--- config.mk ---
export PLATFORM = sky130hd
export DESIGN_NAME = ghacc_ram
export DESIGN_NICKNAME = d
export VERILOG_FILES = /design/src/design/gradient_histogram_accumulator_defines.svh /design/src/design/ghacc_ram.sv
export SDC_FILE = /design/constraint.sdc
export NUM_CORES = 1
export LEC_CHECK = 0
export ABC_AREA = 1
export BUFFER_PORTS_ARGS = -buffer_cell sky130_fd_sc_hd__buf_2
export CELL_PAD_IN_SITES_DETAIL_PLACEMENT = 0
export CELL_PAD_IN_SITES_GLOBAL_PLACEMENT = 1
export CORE_UTILIZATION = 35
export CTS_CLUSTER_SIZE = 14
export DETAILED_ROUTE_END_ITERATION = 12
export GPL_ROUTABILITY_DRIVEN = 1
export HOLD_SLACK_MARGIN = 0.06
export PLACE_DENSITY_LB_ADDON = 0.1
export SLEW_MARGIN = 20
export SYNTH_ARGS = -nofsm -noshare
export SYNTH_HDL_FRONTEND = slang
export SYNTH_SLANG_ARGS = --single-unit
--- constraint.sdc ---
create_clock -name clk_i -period 2.1 [get_ports clk_i]
set_clock_uncertainty 0.15 [all_clocks]
set_input_delay 0.525 -clock clk_i [delete_from_list [all_inputs] [get_ports clk_i]]
set_output_delay 0.525 -clock clk_i [all_outputs]
set_load 0.02 [all_outputs]
--- src/design/gradient_histogram_accumulator_defines.svh ---
// Assertion macros for the gradient histogram accumulator.
`ifndef GRADIENT_HISTOGRAM_ACCUMULATOR_DEFINES_SVH
`define GRADIENT_HISTOGRAM_ACCUMULATOR_DEFINES_SVH

`ifndef NO_ASSERTIONS
// same-cycle implication
`define GHA_ASSERT_IMP(label, clk, rst_n, ante, cons, msg) \
  label: assert property (@(posedge clk) disable iff (!rst_n) (ante) |-> (cons)) \
    else $error(msg);
// next-cycle implication
`define GHA_ASSERT_NXT(label, clk, rst_n, ante, cons, msg) \
  label: assert property (@(posedge clk) disable iff (!rst_n) (ante) |=> (cons)) \
    else $error(msg);
`else
`define GHA_ASSERT_IMP(label, clk, rst_n, ante, cons, msg)
`define GHA_ASSERT_NXT(label, clk, rst_n, ante, cons, msg)
`endif

`endif

--- src/design/ghacc_ram.sv ---
module ghacc_ram #(
  parameter int WIDTH = 8,
  parameter int DEPTH = 16
) (
  input  logic                     clk_i,
  input  logic                     we_i,
  input  logic [$clog2(DEPTH)-1:0] waddr_i,
  input  logic [WIDTH-1:0]         wdata_i,
  input  logic [$clog2(DEPTH)-1:0] raddr_i,
  output logic [WIDTH-1:0]         rdata_o
);

  logic [WIDTH-1:0] mem [DEPTH];

  // one write port, one registered read port
  always_ff @(posedge clk_i) begin
    if (we_i) begin
      mem[waddr_i] <= wdata_i;
    end
    rdata_o <= mem[raddr_i];
  end

endmodule

==> results.toml, run 1 <==
[routing]
drt-total-wl_mm = 14.52
vias = 3722
dr.pass1.iters = 4
drc = 0
wl_per_cell_um = 17.60
routed_via_density = 4.512
ant_nets = 0
dr.first_iter.drc_count = 350

[power_and_ir_drop]
swShare_pct = 21.05
power_density_nw_per_um2 = 986.7
p_sw_mw = 1.429
p_seq_share_pct = 44.9
ir_drop_mv = 0.5682
comb_power_share_pct = 6.1
p_leak_nw = 2.967
pwr-share-clk_pct = 49.0
finalPower_mw = 6.787
internal_power_mw = 5.358

[logic_synthesis]
synth_compound_area_share_pct = 0
ys_warn_count = 0
syn_inst = 551
netlist_area_sq_um = 5767
synth.top_cell.area_share_pct = 66.65
ys_top_cells_by_area = "edfxtp_1 67%, nand2_1 11%, nand3_1 8.4%"
synth_nets = 569
ys_seq_elements = 136
synthMuxAreaShare_pct = 0
synth_cell_types = 12
synthXorXnorAreaFrac_pct = 0
synth_top_family_by_area = "simple AND/OR/NAND/NOR gates"
synth_seq_area_share_pct = 69.43
avgSynthCellArea_sq_um = 10.47
synth-simple-area-share_pct = 21.05
yosysTopAreaCell = "edfxtp_1"
yosys.area_share.adder_pct = 0

[sta]
worst_slew_pin_slew_ns = 0.6184
drv_slew = 0
finalCritPeriodShare_pct = 75.36
rsz0062_at_grt = "false"
fin_tns_setup_ns = 0
setup_slack_ns = 0.5174
clock.fmax_mhz = 631.9
fin_crit_ns = 1.583
finalHoldViolCount = 0
setup-violations-final = 0
slew_headroom_pct = 58.73
hold-worst-slack_ns = 0.3292

[global_route]
use_met2_pct = 28.19
met1_usage_pct = 27.28
use_met3_pct = 4.141
grt_pass1_vias = 3581
top_usage_layer = "met2"
grt_max_degree = 65
grt_pass1_wl_mm = 22.16
grt_usage_pct = 19.00
antenna_found_initial = 0
grt-ovfl-total = 0

[critical_path]
critPathTopFamily = "flip-flops"
path_cells = "buf_2"
critPathKind = "register to output pin"
timing.rr.end = "rdata_o[7]"
cpPeakStageDelay_ns = 0.33
timing.rr.start = "mem[2][7]"
r2r_slack_ns = 0.88
setup.worst_path.end = "rdata_o[2]"
worstPathArrival_ns = 0.91
crit_cells = 1
cp-startpoint = "rdata_o[2]"
rr_worst_depth = 6
worst_path_max_delay_cell = "dfxtp_1"
critPathBufInv = 1
crit_path_end_kind = "output pin"
cp_data_required_time_ns = 1.42
cp-start-kind = "register"
crit_fanout = 1

[clock_tree]
post-cts-setup-buffer-count = 0
worst_skew_pair.late_latency_ns = 0.42
numCtsBuffers = 17
cts.repair.resized = 0
h-tree-depth = 4
cts_hold_buf = 0
root_buffer = "clkbuf_16"
clockBufferDepth = 2
tritoncts = "yes"
cts.sinks = 136
clkTransAtPathRegs_ns = 0.06

[die]
pin_count = 26
start_util_pct = 36.04
core_region_area_sq_um = 16000
rows = 46
dieArea_sq_um = 16990
fp.dieW_um = 130.4
die_h_um = 130.4

[outcome]
status = "complete, no violations"

[placed_design]
place_ws_ns = 0.1315
dp_hpwl_mm = 8.776
io_buffers = 25
gp_congestion = 0.7553

[final_layout]
layout-drive-gt1-share_pct = 13.14
final_util_pct = 42.99
final_nets = 614
diodes = 0
areaGrowthSynthToFinish_pct = 19.27

[worst_hold_path]
hold_class = "input pin to register"

[flow_run]
drv_cap = 0
state kept, by name, indices dropped and copies added, names as in the netlist:
| signal | cells |
|---|---|
| mem | 128 |
| rdata_o | 8 |
synthesized netlist by cell type (all sizes together):
library cell,number
buf,24
nand3b,2
edfxtp,128
inv,102
nor2,17
nand2,173
nand3,97
dfxtp,8
worst min-delay path by stage:
| stage | start | endpoint | slack (ns) | cells past startpoint |
|---|---|---|---|---|
| finish | raddr_i[3] | rdata_o[7] | 0.33 | 3 |
| global route | raddr_i[3] | rdata_o[7] | 0.33 | 3 |
| CTS | raddr_i[3] | rdata_o[7] | 0.31 | 3 |
| detailed placement | mem[12][2] | rdata_o[2] | 0.54 | 6 |
| global placement | mem[14][7] | rdata_o[7] | 0.52 | 6 |
| floorplan | mem[10][0] | rdata_o[0] | 0.46 | 6 |
kinds of logic (layout without fill, tap and decap cells):
kind of cell | after synthesis | count (layout)
flip-flops | 136 | 136
AND/OR/NAND/NOR | 289 | 289
buffers and inverters | 126 | 184
per-stage QoR:
stage | std cells | cell area, sq um
floorplan | 551 | 5767
global placement | 793 | 6221
detailed placement | 793 | 6221
CTS | 825 | 6878
global route | 825 | 6878
finish | 825 | 6878
layout by cell type, fill, tap and decap left out, drive strengths merged:
cell and instances:
nand2 173, clkbuf 17, clkinv 6, bufinv 6, nor2 17, nand3b 2, nand3 97, inv 102
buf 50, edfxtp 128, dfxtp 8, clkinvlp 3
area by class of cell:
type | count | area, sq um
Clock inverter | 15 | 231.5
Multi-Input combinational cell | 289 | 1214
Tap cell | 216 | 270.3
Fill cell | 1589 | 9123
Timing Repair Buffer | 50 | 350.3
Sequential cell | 136 | 4004
Inverter | 102 | 382.9
Clock buffer | 17 | 425.4
power groups by stage:
stage | logic [mW] | clock network, mW | registers [mW]
2_1_floorplan | 0.214 | 0 | 3.13
3_3_place_gp | 0.418 | 0 | 3.11
3_5_place_dp | 0.420 | 0 | 3.11
4_1_cts | 0.421 | 3.38 | 3.05
5_1_grt | 0.462 | 3.49 | 3.06
6_report | 0.412 | 3.32 | 3.05
routing by layer:
metal  wire length, um  up-vias
met5                 0        -
met4               227        0
met3               613       16
met2              6376       70
met1              7306     1773
li1                  -     1863
Power figures use the tool's default switching activity.
==> inputs of run 2 (changes only) <==
- clock period: 2.1 -> 1.5 ns (I/O delays scaled with it)
==> run 2 against run 1 <==
  * First-iteration DRC count decreased by 21%
  * Power increased by 41%
  * Wire length decreased by 0.19%
  * Global-route usage increased by 0.17 points
  * Register-to-register slack got worse by 0.56 ns
  * Die area unchanged
  * Flip-flop and latch count unchanged
  * Utilization increased by 0.47 points
  * Via count increased by 1.3%
  * Setup slack got worse by 0.46 ns
  * Final area increased by 1.1%
  * Critical path type unchanged
==> results.toml, run 2 (same netlist as run 1, synthesis figures left out) <==
[sta]
slew_headroom_pct = 70.72
drv_slew = 0
setup-violations-final = 0
finalHoldViolCount = 0
worst_slew_pin_slew_ns = 0.4393
fin_crit_ns = 1.439
fin_tns_setup_ns = 0
clock.fmax_mhz = 694.7
rsz0062_at_grt = "false"
finalCritPeriodShare_pct = 95.96

[final_layout]
final_cell_mix = "173 x nand2_1, 128 x edfxtp_1, 100 x inv_1"
layout-drive-gt1-share_pct = 13.84
diodes = 0
multi_input_area_sq_um = 1214
regMostFlops = "mem"
largest_register_ffs = 128
fillers = 1561
top_regs = "mem: 128 flops, rdata_o: 8 flops"
final_nets = 619
instances_no_fill = 830
areaGrowthSynthToFinish_pct = 20.57
final_common_cell = "nand2_1"
seq_area_sq_um = 4004

[routing]
routed_via_density = 4.543
dr.pass1.iters = 4
dr.first_iter.drc_count = 276
drc = 0
drt-total-wl_mm = 14.50
vias = 3771
ant_nets = 0
wl_per_cell_um = 17.46

[critical_path]
critPathTopFamily = "flip-flops"
worstPathArrival_ns = 0.91
crit_fanout = 1
path_cells = "buf_2"
cpPeakStageDelay_ns = 0.33
cp_data_required_time_ns = 0.97
critPathKind = "register to output pin"
critPathBufInv = 1
crit_path_end_kind = "output pin"
worst_path_max_delay_cell = "dfxtp_1"
cp-start-kind = "register"

[clock_tree]
tritoncts = "yes"
numCtsBuffers = 17
post-cts-setup-buffer-count = 0
clockBufferDepth = 2
clkTransAtPathRegs_ns = 0.06
root_buffer = "clkbuf_16"
cts_hold_buf = 0
h-tree-depth = 4
cts.repair.resized = 0
cts.sinks = 136
worst_skew_pair.late_latency_ns = 0.42

[worst_hold_path]
hold_class = "input pin to register"

[flow_run]
drv_cap = 0

[die]
start_util_pct = 36.04
dieArea_sq_um = 16990
die_h_um = 130.4
core_region_area_sq_um = 16000
pin_count = 26
rows = 46
fp.dieW_um = 130.4

[global_route]
met1_usage_pct = 28.77
use_met3_pct = 4.715
antenna_found_initial = 0
grt_usage_pct = 19.16
grt_pass1_wl_mm = 22.55
grt_pass1_vias = 3681
grt_max_degree = 53
grt-ovfl-total = 0
use_met2_pct = 26.50
top_usage_layer = "met1"

[power_and_ir_drop]
p_seq_share_pct = 44.7
p_sw_mw = 2.023
pwr-share-clk_pct = 49.0
power_density_nw_per_um2 = 1373
p_leak_nw = 3.005
finalPower_mw = 9.546
comb_power_share_pct = 6.3
internal_power_mw = 7.523
swShare_pct = 21.19
ir_drop_mv = 0.9075

[placed_design]
dpl.cell_count = 798
dp_hpwl_mm = 8.974
gp_congestion = 0.7413
io_buffers = 25

[outcome]
status = "complete, no violations"
-- run 2: cell type report --
type                    instances  area share [%]
clock inverters                15           3.329
inverters                     102           5.507
repair buffers                 55           6.118
multi-input cells             289           17.46
flip-flops and latches        136           57.59
well taps                     216           3.887
clock buffers                  17           6.118
-- run 2: final timing paths --
path / slack (ns) / to / cells after the start / startpoint
worst max-delay path: 0.06 / rdata_o[0] / 1 / rdata_o[0]
worst min-delay path: 0.24 / mem[3][5] / 1 / wdata_i[5]
worst max register to register: 0.32 / rdata_o[1] / 6 / mem[11][1]
worst min register to register: 0.53 / rdata_o[7] / 6 / mem[14][7]
-- run 2: worst reg2reg max path, stage by stage, from the launching register on --
cell and delay, ns:
edfxtp_1 0.35, inv_1 0.07, nand2_1 0.06, nand3_1 0.10, nand3_1 0.10, nand3_1 0.16, nand2_1 0.08
-- run 2: power groups by stage --
| stage | clock (mW) | sequential, mW | combinational, mW |
|---|---|---|---|
| finish | 4.67 | 4.27 | 0.604 |
| floorplan | 0 | 4.38 | 0.300 |
| CTS | 4.74 | 4.27 | 0.618 |
| global placement | 0 | 4.35 | 0.613 |
| global route | 4.92 | 4.28 | 0.677 |
| detailed placement | 0 | 4.35 | 0.615 |
-- run 2: metrics by stage --
step                utilization (%)  area (sq um)  hold slack [ns]  setup WS, ns
floorplan                         -          5767           0.3239       0.02416
global placement              39.35          6296           0.5089       -0.2431
detailed placement            39.35          6296           0.5194       -0.2274
finish                        43.45          6953           0.2425       0.06058
global route                  43.45          6953           0.2438       0.01075
CTS                           43.45          6953           0.2354       0.03794
-- run 2: per-layer routing --
layer	wire, um	vias to the layer above
li1	-	1873
met1	7419	1800
met2	5994	76
met3	745	22
met4	336	0
met5	0	-
==> inputs of run 3 (changes only) <==
- PLACE_DENSITY: not set -> 0.68
- PLACE_DENSITY_LB_ADDON: 0.1 -> not set
==> run 3 against run 2 <==
  * Die area unchanged
  * Flip-flop and latch count unchanged
  * Wire length decreased by 7.8%
  * Cell count increased by 0.60%
  * Global-route usage decreased by 1.8 points
  * First-iteration DRC count increased by 5.4%
  * Largest cell class unchanged
==> results.toml, run 3 (same netlist as run 1, synthesis figures left out) <==
[placed_design]
place_area_sq_um = 6346
gp_congestion = 0.8002
dp_hpwl_mm = 8.830
place_ws_ns = -0.1283
io_buffers = 25

[critical_path]
critPathKind = "register to output pin"
cpPeakStageDelay_ns = 0.35
worstPathArrival_ns = 0.94
crit_path_end_kind = "output pin"
cp_data_required_time_ns = 0.97
crit_fanout = 1
worst_path_max_delay_cell = "dfxtp_1"
critPathBufInv = 1
cp-start-kind = "register"
path_cells = "buf_2"
critPathTopFamily = "flip-flops"

[final_layout]
top_regs = "mem: 128 flops, rdata_o: 8 flops"
diodes = 0
final_nets = 624
postLayoutCellArea_sq_um = 6864
regMostFlops = "mem"
fillers = 1575
multi_input_area_sq_um = 1214
layout-drive-gt1-share_pct = 14.70
largest_register_ffs = 128
final_cell_mix = "173 x nand2_1, 128 x edfxtp_1, 100 x inv_1"
final_common_cell = "nand2_1"
areaGrowthSynthToFinish_pct = 19.03
seq_area_sq_um = 4005

[sta]
finalCritPeriodShare_pct = 97.89
slew_headroom_pct = 74.30
worst_slew_pin_slew_ns = 0.3855
setup_slack_ns = 0.03170
setup-violations-final = 0
drv_slew = 0
clock.fmax_mhz = 681.1
rsz0062_at_grt = "false"
finalHoldViolCount = 0
fin_crit_ns = 1.468

[die]
rows = 46
fp.dieW_um = 130.4
start_util_pct = 36.04
pin_count = 26
dieArea_sq_um = 16990
die_h_um = 130.4
core_region_area_sq_um = 16000

[clock_tree]
numCtsBuffers = 17
clockBufferDepth = 2
cts_hold_buf = 0
tritoncts = "yes"
cts.repair.resized = 2
root_buffer = "clkbuf_16"
worst_skew_pair.late_latency_ns = 0.41
h-tree-depth = 4
cts.sinks = 136
post-cts-setup-buffer-count = 0
clkTransAtPathRegs_ns = 0.06

[routing]
wl_per_cell_um = 16.01
dr.pass1.iters = 4
drc = 0
vias = 3783
drt-total-wl_mm = 13.37
routed_via_density = 4.531
dr.first_iter.drc_count = 291
ant_nets = 0

[outcome]
status = "complete, no violations"

[power_and_ir_drop]
ir_drop_mv = 0.7278
p_leak_nw = 2.962
power_density_nw_per_um2 = 1234

[flow_run]
drv_cap = 0

[worst_hold_path]
hold_class = "input pin to register"

[global_route]
grt_max_degree = 33
grt-ovfl-total = 0
grt_usage_pct = 17.35
grt_pass1_wl_mm = 20.68
grt_pass1_vias = 3632
antenna_found_initial = 0
## run 3: changes by cell type in the layout (fill, tap and decap cells not counted), sizes merged
cell	previous run	this run
bufinv	6	0
buf	55	60
clkinvlp	3	6
clkbuf	17	18
clkinv	6	7
inv	102	103
## run 3: report_power, final
group | internal [mW] | leakage [nW] | switching [mW]
combinational | 0.199 | 1.50 | 0.399
clock | 2.08 | 0.236 | 1.52
sequential | 4.25 | 1.22 | 0.0257
total | 6.52 | 2.96 | 1.95
## run 3: area by class of cell
class | count | area share [%]
well taps | 216 | 3.937
multi-input cells | 289 | 17.68
repair buffers | 60 | 6.963
clock inverters | 14 | 1.240
clock buffers | 18 | 6.252
inverters | 102 | 5.578
flip-flops and latches | 136 | 58.35
## run 3: metal layers
layer | global-route usage [%] | vias to the layer above | wire length (um)
met1 | 22.68 | 1796 | 6093
met4 | 7.032 | 0 | 157
met3 | 3.526 | 10 | 664
met5 | 0 | - | 0
met2 | 28.25 | 92 | 6452
li1 | - | 1885 | -
## run 3: worst paths after layout
kind	from	to	slack, ns	cells past startpoint
setup / recovery	rdata_o[1]	rdata_o[1]	0.03	1
hold / removal	wdata_i[3]	mem[0][3]	0.24	1
setup reg to reg	mem[1][4]	rdata_o[4]	0.33	6
hold reg to reg	mem[10][7]	rdata_o[7]	0.52	6
## run 3: through the flow
step | hold slack, ns | instances | utilization (%) | TNS, ns | power [mW]
6_report | 0.2384 | 835 | 42.90 | 0 | 8.472
2_1_floorplan | 0.3239 | 551 | - | 0 | 4.679
4_1_cts | 0.2241 | 835 | 42.90 | 0 | 8.561
3_5_place_dp | 0.5060 | 803 | 39.66 | -2.325 | 4.960
3_3_place_gp | 0.5043 | 803 | 39.66 | -1.481 | 4.951
5_1_grt | 0.2339 | 835 | 42.90 | 0 | 8.793
